--- config.mk ---
export PLATFORM = sky130hd
export DESIGN_NAME = nearest_return_heading_controller_top
export DESIGN_NICKNAME = d
export VERILOG_FILES = /design/src/rtl/nrhc_pkg.sv /design/src/rtl/nrhc_cfg.sv /design/src/rtl/nrhc_ctrl.sv /design/src/rtl/nrhc_dp.sv /design/src/rtl/nearest_return_heading_controller_top.sv
export VERILOG_INCLUDE_DIRS = /design/src /design/src/rtl
export SDC_FILE = /design/constraint.sdc
export NUM_CORES = 2
export LEC_CHECK = 0
export BUFFER_PORTS_ARGS = -buffer_cell sky130_fd_sc_hd__buf_2
export CORE_MARGIN = 3
export CORE_UTILIZATION = 70
export CTS_BUF_LIST = sky130_fd_sc_hd__clkbuf_8
export CTS_CLUSTER_DIAMETER = 30
export DETAILED_ROUTE_END_ITERATION = 8
export GPL_TIMING_DRIVEN = 0
export PLACE_DENSITY = 0.88
export SLEW_MARGIN = 25
export SYNTH_ARGS = -nofsm -noshare
export SYNTH_HDL_FRONTEND = slang
export SYNTH_HIERARCHICAL = 1
export SYNTH_SLANG_ARGS = --single-unit
--- constraint.sdc ---
create_clock -name clk -period 20.7 [get_ports clk]
set_clock_uncertainty 0.2 [all_clocks]
set_input_delay 1.035 -clock clk [delete_from_list [all_inputs] [get_ports clk]]
set_output_delay 1.035 -clock clk [all_outputs]
set_load 0.005 [all_outputs]
--- src/rtl/nearest_return_heading_controller_top_macros.svh ---
`ifndef NEAREST_RETURN_HEADING_CONTROLLER_TOP_MACROS_SVH
`define NEAREST_RETURN_HEADING_CONTROLLER_TOP_MACROS_SVH

// Same-cycle implication, sampled on clk, off while reset is asserted.
`define NRHC_ASSERT_NOW(label, ante, cons, msg) \
    label: assert property (@(posedge clk) disable iff (!rst_n) (ante) |-> (cons)) \
        else $error(msg);

// Next-cycle implication, sampled on clk, off while reset is asserted.
`define NRHC_ASSERT_NEXT(label, ante, cons, msg) \
    label: assert property (@(posedge clk) disable iff (!rst_n) (ante) |=> (cons)) \
        else $error(msg);

`endif

--- src/rtl/nrhc_pkg.sv ---
package nrhc_pkg;

    localparam int RANGE_W   = 16;
    localparam int ANGLE_W   = 18;
    localparam int STEP_W    = 15;
    localparam int GAIN_W    = 12;
    localparam int DBAND_W   = 17;
    localparam int SPEED_W   = 16;
    localparam int CFG_W     = 18;
    localparam int CFG_IDX_W = 3;
    localparam int GAIN_FRAC = 8;

    typedef logic signed [ANGLE_W-1:0] angle_t;

    localparam angle_t ANG_SAT_HI = 18'sd131071;
    localparam angle_t ANG_SAT_LO = -18'sd131072;

    // register indexes on the config port
    localparam logic [CFG_IDX_W-1:0] CFG_VALID_LOW  = 3'd0;
    localparam logic [CFG_IDX_W-1:0] CFG_VALID_HIGH = 3'd1;
    localparam logic [CFG_IDX_W-1:0] CFG_FIRST_ANG  = 3'd2;
    localparam logic [CFG_IDX_W-1:0] CFG_ANG_STEP   = 3'd3;
    localparam logic [CFG_IDX_W-1:0] CFG_TURN_GAIN  = 3'd4;
    localparam logic [CFG_IDX_W-1:0] CFG_DEADBAND   = 3'd5;
    localparam logic [CFG_IDX_W-1:0] CFG_CRUISE     = 3'd6;
    localparam logic [CFG_IDX_W-1:0] CFG_STOP_DIST  = 3'd7;

    localparam logic [RANGE_W-1:0]        RST_VALID_LOW  = 16'd0;
    localparam logic [RANGE_W-1:0]        RST_VALID_HIGH = 16'd65535;
    localparam angle_t                    RST_FIRST_ANG  = -18'sd51472;
    localparam logic signed [STEP_W-1:0]  RST_ANG_STEP   = 15'sd0;
    localparam logic [GAIN_W-1:0]         RST_TURN_GAIN  = 12'd307;
    localparam logic [DBAND_W-1:0]        RST_DEADBAND   = 17'd3277;
    localparam logic [SPEED_W-1:0]        RST_CRUISE     = 16'd1792;
    localparam logic [RANGE_W-1:0]        RST_STOP_DIST  = 16'd901;

    typedef struct packed {
        logic [RANGE_W-1:0]       valid_range_low;
        logic [RANGE_W-1:0]       valid_range_high;
        logic signed [ANGLE_W-1:0] first_beam_angle;
        logic signed [STEP_W-1:0] beam_angle_step;
        logic [GAIN_W-1:0]        turn_gain;
        logic [DBAND_W-1:0]       heading_deadband;
        logic [SPEED_W-1:0]       cruise_speed;
        logic [RANGE_W-1:0]       stop_distance;
    } cfg_t;

    typedef enum logic [2:0] {
        ST_IDLE,
        ST_ERR_MUL,
        ST_ERR_ADD,
        ST_CMD_MUL,
        ST_CMD_OUT
    } ctrl_state_t;

    typedef struct packed {
        logic sample_en;
        logic err_mul;
        logic err_add;
        logic cmd_mul;
        logic out_load;
    } ctrl_cmd_t;

    typedef struct packed {
        logic fin_valid;
        logic stop_clear;
        logic out_free;
    } dp_sts_t;

endpackage

--- src/rtl/nrhc_cfg.sv ---
module nrhc_cfg
    import nrhc_pkg::*;
(
    input  logic                 clk,
    input  logic                 rst_n,
    input  logic                 cfg_wr_en,
    input  logic [CFG_IDX_W-1:0] cfg_index,
    input  logic [CFG_W-1:0]     cfg_wdata,
    output cfg_t                 cfg
);

    cfg_t cfg_reg;
    cfg_t cfg_next;

    always_comb
    begin
        cfg_next = cfg_reg;
        if (cfg_wr_en)
        begin
            case (cfg_index)
                CFG_VALID_LOW:  cfg_next.valid_range_low  = cfg_wdata[RANGE_W-1:0];
                CFG_VALID_HIGH: cfg_next.valid_range_high = cfg_wdata[RANGE_W-1:0];
                CFG_FIRST_ANG:  cfg_next.first_beam_angle = $signed(cfg_wdata[ANGLE_W-1:0]);
                CFG_ANG_STEP:   cfg_next.beam_angle_step  = $signed(cfg_wdata[STEP_W-1:0]);
                CFG_TURN_GAIN:  cfg_next.turn_gain        = cfg_wdata[GAIN_W-1:0];
                CFG_DEADBAND:   cfg_next.heading_deadband = cfg_wdata[DBAND_W-1:0];
                CFG_CRUISE:     cfg_next.cruise_speed     = cfg_wdata[SPEED_W-1:0];
                CFG_STOP_DIST:  cfg_next.stop_distance    = cfg_wdata[RANGE_W-1:0];
                default:        cfg_next = cfg_reg;
            endcase
        end
    end

    always_ff @(posedge clk or negedge rst_n)
    begin
        if (!rst_n)
        begin
            cfg_reg.valid_range_low  <= RST_VALID_LOW;
            cfg_reg.valid_range_high <= RST_VALID_HIGH;
            cfg_reg.first_beam_angle <= RST_FIRST_ANG;
            cfg_reg.beam_angle_step  <= RST_ANG_STEP;
            cfg_reg.turn_gain        <= RST_TURN_GAIN;
            cfg_reg.heading_deadband <= RST_DEADBAND;
            cfg_reg.cruise_speed     <= RST_CRUISE;
            cfg_reg.stop_distance    <= RST_STOP_DIST;
        end
        else
        begin
            cfg_reg <= cfg_next;
        end
    end

    assign cfg = cfg_reg;

endmodule

--- src/rtl/nrhc_ctrl.sv ---
module nrhc_ctrl
    import nrhc_pkg::*;
(
    input  logic      clk,
    input  logic      rst_n,
    input  logic      in_valid,
    input  logic      mode,
    input  logic      last_beam,
    input  dp_sts_t   sts,
    output logic      in_ready,
    output ctrl_cmd_t cmd
);

    ctrl_state_t state_reg;
    ctrl_state_t state_next;
    logic        accept;

    assign accept = in_valid && (state_reg == ST_IDLE);

    always_comb
    begin
        state_next = state_reg;
        case (state_reg)
            ST_IDLE:
            begin
                if (accept)
                begin
                    if (mode)
                        state_next = ST_CMD_MUL;
                    else if (last_beam)
                        state_next = ST_ERR_MUL;
                end
            end
            // drop back when the scan held no valid sample
            ST_ERR_MUL: state_next = sts.fin_valid ? ST_ERR_ADD : ST_IDLE;
            ST_ERR_ADD: state_next = sts.stop_clear ? ST_CMD_MUL : ST_IDLE;
            ST_CMD_MUL: state_next = ST_CMD_OUT;
            // hold until the output register frees up
            ST_CMD_OUT: state_next = sts.out_free ? ST_IDLE : ST_CMD_OUT;
            default:    state_next = ST_IDLE;
        endcase
    end

    always_comb
    begin
        in_ready     = 1'b0;
        cmd          = '0;
        case (state_reg)
            ST_IDLE:
            begin
                in_ready      = 1'b1;
                cmd.sample_en = accept && !mode;
            end
            ST_ERR_MUL: cmd.err_mul  = 1'b1;
            ST_ERR_ADD: cmd.err_add  = 1'b1;
            ST_CMD_MUL: cmd.cmd_mul  = 1'b1;
            ST_CMD_OUT: cmd.out_load = sts.out_free;
            default:    cmd          = '0;
        endcase
    end

    always_ff @(posedge clk or negedge rst_n)
    begin
        if (!rst_n)
            state_reg <= ST_IDLE;
        else
            state_reg <= state_next;
    end

endmodule

--- src/rtl/nrhc_dp.sv ---
module nrhc_dp
    import nrhc_pkg::*;
#(
    parameter int MAX_BEAMS = 4096
)
(
    input  logic                clk,
    input  logic                rst_n,
    input  ctrl_cmd_t           cmd,
    input  cfg_t                cfg,
    input  logic [RANGE_W-1:0]  range_sample,
    input  logic                last_beam,
    input  logic                out_ready,
    output logic                out_valid,
    output logic [SPEED_W-1:0]  forward_speed,
    output logic signed [ANGLE_W-1:0] turn_rate,
    output dp_sts_t             sts
);

    localparam int IDX_W  = $clog2(MAX_BEAMS);
    localparam int PROD_W = STEP_W + IDX_W + 1;
    localparam int SUM_W  = ((PROD_W > ANGLE_W) ? PROD_W : ANGLE_W) + 1;
    localparam int CMD_W  = GAIN_W + 1 + ANGLE_W;
    localparam logic [IDX_W-1:0] IDX_LAST = IDX_W'(MAX_BEAMS - 1);

    // scan state
    logic [IDX_W-1:0]   beam_cnt_reg,   beam_cnt_next;
    logic [RANGE_W-1:0] near_range_reg, near_range_next;
    logic [IDX_W-1:0]   near_idx_reg,   near_idx_next;
    logic               any_valid_reg,  any_valid_next;

    // snapshot of a finished scan
    logic [RANGE_W-1:0] fin_range_reg;
    logic [IDX_W-1:0]   fin_idx_reg;
    logic               fin_any_reg;

    logic signed [PROD_W-1:0] err_prod_reg;
    angle_t                   heading_err_reg, heading_err_next;
    logic signed [CMD_W-1:0]  cmd_prod_reg;
    logic                     in_band_reg;

    logic                     out_valid_reg, out_valid_next;
    logic [SPEED_W-1:0]       speed_reg;
    angle_t                   turn_reg;

    logic                     hit;
    logic                     take;
    logic [RANGE_W-1:0]       upd_range;
    logic [IDX_W-1:0]         upd_idx;
    logic                     upd_any;
    logic signed [SUM_W-1:0]  err_sum;
    logic [ANGLE_W-1:0]       err_mag;
    logic signed [CMD_W-1:0]  cmd_shift;
    angle_t                   turn_sat;

    // compare-and-keep on the current beam
    assign hit  = (range_sample > cfg.valid_range_low) &&
                  (range_sample < cfg.valid_range_high);
    assign take = hit && (!any_valid_reg || (range_sample < near_range_reg));
    assign upd_range = take ? range_sample : near_range_reg;
    assign upd_idx   = take ? beam_cnt_reg : near_idx_reg;
    assign upd_any   = any_valid_reg || hit;

    always_comb
    begin
        beam_cnt_next   = beam_cnt_reg;
        near_range_next = near_range_reg;
        near_idx_next   = near_idx_reg;
        any_valid_next  = any_valid_reg;
        if (cmd.sample_en)
        begin
            if (last_beam)
            begin
                beam_cnt_next   = '0;
                near_range_next = '0;
                near_idx_next   = '0;
                any_valid_next  = 1'b0;
            end
            else
            begin
                near_range_next = upd_range;
                near_idx_next   = upd_idx;
                any_valid_next  = upd_any;
                if (beam_cnt_reg != IDX_LAST)
                    beam_cnt_next = beam_cnt_reg + 1'b1;
            end
        end
    end

    always_ff @(posedge clk or negedge rst_n)
    begin
        if (!rst_n)
        begin
            beam_cnt_reg   <= '0;
            near_range_reg <= '0;
            near_idx_reg   <= '0;
            any_valid_reg  <= 1'b0;
            fin_any_reg    <= 1'b0;
        end
        else
        begin
            beam_cnt_reg   <= beam_cnt_next;
            near_range_reg <= near_range_next;
            near_idx_reg   <= near_idx_next;
            any_valid_reg  <= any_valid_next;
            if (cmd.sample_en && last_beam)
                fin_any_reg <= upd_any;
        end
    end

    always_ff @(posedge clk)
    begin
        if (cmd.sample_en && last_beam)
        begin
            fin_range_reg <= upd_range;
            fin_idx_reg   <= upd_idx;
        end
    end

    // heading error: step * index, then add and clamp
    always_ff @(posedge clk)
    begin
        if (cmd.err_mul)
            err_prod_reg <= PROD_W'($signed(cfg.beam_angle_step)) *
                            PROD_W'($signed({1'b0, fin_idx_reg}));
    end

    assign err_sum = SUM_W'($signed(cfg.first_beam_angle)) + SUM_W'(err_prod_reg);

    always_comb
    begin
        heading_err_next = heading_err_reg;
        if (cmd.err_add)
        begin
            if (err_sum > SUM_W'(ANG_SAT_HI))
                heading_err_next = ANG_SAT_HI;
            else if (err_sum < SUM_W'(ANG_SAT_LO))
                heading_err_next = ANG_SAT_LO;
            else
                heading_err_next = err_sum[ANGLE_W-1:0];
        end
    end

    always_ff @(posedge clk or negedge rst_n)
    begin
        if (!rst_n)
            heading_err_reg <= '0;
        else
            heading_err_reg <= heading_err_next;
    end

    // command: gain product and deadband test
    assign err_mag = heading_err_reg[ANGLE_W-1] ? ($unsigned(~heading_err_reg) + ANGLE_W'(1))
                                                : $unsigned(heading_err_reg);

    always_ff @(posedge clk)
    begin
        if (cmd.cmd_mul)
        begin
            cmd_prod_reg <= CMD_W'($signed({1'b0, cfg.turn_gain})) * CMD_W'(heading_err_reg);
            in_band_reg  <= err_mag < {1'b0, cfg.heading_deadband};
        end
    end

    // floor divide by 256, then clamp
    assign cmd_shift = cmd_prod_reg >>> GAIN_FRAC;

    always_comb
    begin
        if (cmd_shift > CMD_W'(ANG_SAT_HI))
            turn_sat = ANG_SAT_HI;
        else if (cmd_shift < CMD_W'(ANG_SAT_LO))
            turn_sat = ANG_SAT_LO;
        else
            turn_sat = cmd_shift[ANGLE_W-1:0];
    end

    // output register
    always_comb
    begin
        out_valid_next = out_valid_reg;
        if (cmd.out_load)
            out_valid_next = 1'b1;
        else if (out_ready)
            out_valid_next = 1'b0;
    end

    always_ff @(posedge clk or negedge rst_n)
    begin
        if (!rst_n)
            out_valid_reg <= 1'b0;
        else
            out_valid_reg <= out_valid_next;
    end

    always_ff @(posedge clk)
    begin
        if (cmd.out_load)
        begin
            speed_reg <= in_band_reg ? cfg.cruise_speed : '0;
            turn_reg  <= in_band_reg ? '0 : turn_sat;
        end
    end

    assign out_valid     = out_valid_reg;
    assign forward_speed = speed_reg;
    assign turn_rate     = turn_reg;

    assign sts.fin_valid  = fin_any_reg;
    assign sts.stop_clear = fin_range_reg > cfg.stop_distance;
    assign sts.out_free   = !out_valid_reg || out_ready;

endmodule

--- src/rtl/nearest_return_heading_controller_top.sv ---
// Nearest-return heading controller.
// Input channel (in_valid/in_ready) carries one beat per range sample or
// control tick: mode = 0 is a sample of a scan, last_beam closes the scan;
// mode = 1 is a tick that issues a command from the stored heading error.
// Output channel (out_valid/out_ready) carries forward_speed and turn_rate.
// Config port: cfg_wr_en writes cfg_wdata into register cfg_index at once.
// Throughput: a sample that is not last is taken while the controller idles,
// so a scan streams at one beam per cycle unless a tick or a last beam holds
// the controller busy. A last beam goes on to error multiply and, if the scan
// held a valid sample, error add/clamp; if its nearest return then lies beyond
// stop_distance, it issues a command (gain multiply, output load). A tick goes
// through gain multiply and output load. out_valid rises from the output load,
// which waits for a free output register, after the registered multiplies.
// Reset clears the scan state and the stored heading error and loads the
// register defaults. While the receiver stalls, the result holds in the
// output register and samples keep flowing; a new command waits for it with in_ready low.
`include "nearest_return_heading_controller_top_macros.svh"

module nearest_return_heading_controller_top
    import nrhc_pkg::*;
#(
    parameter int MAX_BEAMS = 4096
)
(
    input  logic                      clk,
    input  logic                      rst_n,
    input  logic                      in_valid,
    output logic                      in_ready,
    input  logic                      mode,
    input  logic [RANGE_W-1:0]        range_sample,
    input  logic                      last_beam,
    output logic                      out_valid,
    input  logic                      out_ready,
    output logic [SPEED_W-1:0]        forward_speed,
    output logic signed [ANGLE_W-1:0] turn_rate,
    input  logic                      cfg_wr_en,
    input  logic [CFG_IDX_W-1:0]      cfg_index,
    input  logic [CFG_W-1:0]          cfg_wdata
);

    cfg_t      cfg;
    ctrl_cmd_t cmd;
    dp_sts_t   sts;

    nrhc_cfg u_cfg (
        .clk       (clk),
        .rst_n     (rst_n),
        .cfg_wr_en (cfg_wr_en),
        .cfg_index (cfg_index),
        .cfg_wdata (cfg_wdata),
        .cfg       (cfg)
    );

    nrhc_ctrl u_ctrl (
        .clk       (clk),
        .rst_n     (rst_n),
        .in_valid  (in_valid),
        .mode      (mode),
        .last_beam (last_beam),
        .sts       (sts),
        .in_ready  (in_ready),
        .cmd       (cmd)
    );

    nrhc_dp #(
        .MAX_BEAMS (MAX_BEAMS)
    ) u_dp (
        .clk           (clk),
        .rst_n         (rst_n),
        .cmd           (cmd),
        .cfg           (cfg),
        .range_sample  (range_sample),
        .last_beam     (last_beam),
        .out_ready     (out_ready),
        .out_valid     (out_valid),
        .forward_speed (forward_speed),
        .turn_rate     (turn_rate),
        .sts           (sts)
    );

    `NRHC_ASSERT_NEXT(a_tick_starts_cmd, in_valid && in_ready && mode, cmd.cmd_mul,
        "accepted tick did not start the gain multiply")
    `NRHC_ASSERT_NOW(a_busy_blocks_input, cmd.err_mul || cmd.err_add || cmd.cmd_mul,
        !in_ready, "input taken while a command is in flight")
    `NRHC_ASSERT_NOW(a_load_needs_room, cmd.out_load, sts.out_free,
        "output loaded over an untaken result")
    `NRHC_ASSERT_NEXT(a_load_shows_valid, cmd.out_load, out_valid,
        "loaded result not presented")

endmodule

==> results.yml <==
yosys:
  ys_warn_count: 6
  synth_common_cells: "inv_1, fa_1, nand2_1, ha_1, and2_1"
  yosysMostFrequentCell: "inv_1"
  ys_types: 87
  synth_top_area_share_pct: 24.12
  synthesis.instances: 3034
  syn_avg_cell_area_um2: 10.01
  yosys-top-cells-area: "fa_1, dfrtp_1, edfxtp_1"
  synth-edff-count: 114
  async_flop_share_pct: 62.50
  ys_ff_latch: 304
  synth_nets: 3684
  syn_area_mm2: 0.03038
  synth_area_leader_cell: "fa_1"
  synthFlopType: "dfrtp_1"
  yosysSeqAreaShare_pct: 27.11
clocking:
  cts_buffer_depth: 3
  cts_buffers: 69
  ctsResizeCount: 0
  hold_buffers: 0
  ctsHtreeMaxLevel: 3
  cts.sinks: 304
  clock_latency_ps: 650
  clk_pin_slew_ps: 60
  tritoncts: "yes"
  cts_root_buf: "clkbuf_8"
  post_cts_buffers: 0
sta:
  hold_viol: 0
  fin_ws_ps: 12820
  maxSlewHeadroom_pct: 37.86
  rsz0062_at_grt: "false"
  layout_worst_path_cycle_share_pct: 38.07
  final_max_slew_viol_count: 0
  max_freq_mhz: 126.9
  setup_tns_ps: 0
  setup_violations: 0
  worst_pin_slew_ps: 932.1
  min_period_ps: 7880
detailed_routing:
  ant_nets: 0
  drt_iter0_drc: 1625
  vias: 22676
  drtPass1Iterations: 8
  detail_route.vias_per_cell: 5.931
  wirelength_um: 75460
  drc_errors: 0
  wl_per_cell_um: 19.74
setup_path:
  startpoint_type: "register"
  crit_type: "register to register"
  path_max_fanout: 10
  reg2reg_slack_ps: 12820
  cp-end-kind: "register"
  worstPathArrival_ps: 8090
  worstPathRequired_ps: 20910
placed_design:
  portBuffers: 75
  gp_congestion: 1.014
  post-place-ws_ps: 12950
  dpl.hpwl_um: 57110
floorplanning:
  core-area_mm2: 0.04242
  rows: 75
  io_pins: 80
  die_w_um: 214.3
  start_util_pct: 71.63
  die_y_um: 214.3
  die_area_mm2: 0.04594
run:
  cap_violations: 0
finish:
  drive_gt1_share_pct: 13.69
  largest_reg_flops: 126
  fill_cells: 2641
  synthToLayoutAreaGrowth_pct: 9.089
  nets: 3837
global_routing:
  antenna_found_initial: 1
  use_met1_pct: 39.51
  grt_pass1_vias: 24901
  use_met3_pct: 6.306
  grt_usage_pct: 33.82
  grt_remaining_overflow: 0
  grt_use_met2_pct: 59.52
  grt_max_degree: 100
  grt.busiest_layer: "met2"
  grt_pass1_wl_um: 124300
run_status:
  status: "complete, no violations"
hold_path:
  hp-class: "input port to async pin"
[worst paths after layout]
path                                              from                endpoint  cells after the start
worst max-delay path                     u_cfg/cfg[57]   u_dp/cmd_prod_reg[30]                     22
worst min-delay path                             rst_n          u_cfg/cfg[118]                      1
worst max register to register           u_cfg/cfg[57]   u_dp/cmd_prod_reg[30]                     22
worst min register to register  u_dp/near_range_reg[4]  u_dp/near_range_reg[4]                      1
max in group asynchronous                        rst_n           u_cfg/cfg[43]                      2
min in group clk                u_dp/near_range_reg[4]  u_dp/near_range_reg[4]                      1
[metrics by stage]
step           cell area [um^2]  hold slack, ps  util (%)  cells
2_1_floorplan             30380           265.8         -   3034
3_3_place_gp              31480           273.5     74.22   3686
3_5_place_dp              31610           285.4     74.52   3693
4_1_cts                   33140           226.3     78.12   3820
5_1_grt                   33140           234.3     78.12   3820
6_report                  33140           192.1     78.14   3823
[cell usage in the layout, fill, tap and decap left out, drive strengths merged, types with 10 or more instances in the layout]
master  netlist  routed
buf          27     109
dfstp        46      46
xnor2        68      68
mux2        142     142
and3         10      10
nor3         21      21
ha          240     240
or3          10      10
o22ai        35      35
nor2b        21      21
nand2       290     290
dfrtp       144     144
a21oi        82      82
edfxtp      114     114
fa          366     366
nand3        18      18
a32o         13      13
xor2         22      22
clkbuf       97     175
nand2b       20      20
a211oi       11      11
a21o         51      51
and2        213     213
nor2         80      80
o21ai       102     102
nand4        25      25
o21a         36      36
clkinv        0      17
inv         629     647
[kinds of logic (layout without fill, tap and decap cells)]
group           count (synthesis)  in the layout  synth area share [%]
flops                         304            304                 27.11
other cells                     0              3                     0
compound gates                394            394                 8.739
buf+inv                       753            962                 9.616
xor+xnor                       90             90                 2.594
fa+ha+maj                     606            606                 34.00
mux                           144            144                 5.453
simple gates                  743            743                 12.49
[critical path, stage by stage, from the launching register on]
cell and delay (ps):
dfstp_2 530, clkbuf_1 520, clkbuf_1 520, nand2_1 160
fa_1 560, inv_1 50, fa_1 500, fa_1 520
fa_1 550, inv_1 60, fa_1 540, inv_1 60
ha_1 200, nor3_1 350, nand2_1 100, a311o_1 420
a31oi_4 280, o21ai_2 100, a41oi_2 320, a21oi_2 150
a311oi_4 390, mux2i_1 140, a2111oi_2 410
[routing by layer]
layer / up-vias / wire length, um
li1: 9996 / -
met1: 11349 / 27410
met2: 1034 / 38530
met3: 295 / 5422
met4: 2 / 4094
met5: - / 13
[final cells by class]
class / count / area, um^2 / area share, %
inverter: 629 / 2361 / 7.124
sequential: 304 / 8235 / 24.85
antenna: 3 / 7.507 / 0.02265
clock buffer: 78 / 1074 / 3.239
buffer: 124 / 561.8 / 1.695
multi-input combinational: 1977 / 19240 / 58.04
timing repair buffer: 82 / 490.5 / 1.480
clock inverter: 49 / 455.4 / 1.374
tap: 577 / 721.9 / 2.178
Power is not shown: default switching activity piles up to over one toggle a cycle in this logic, so the estimate is an artifact.
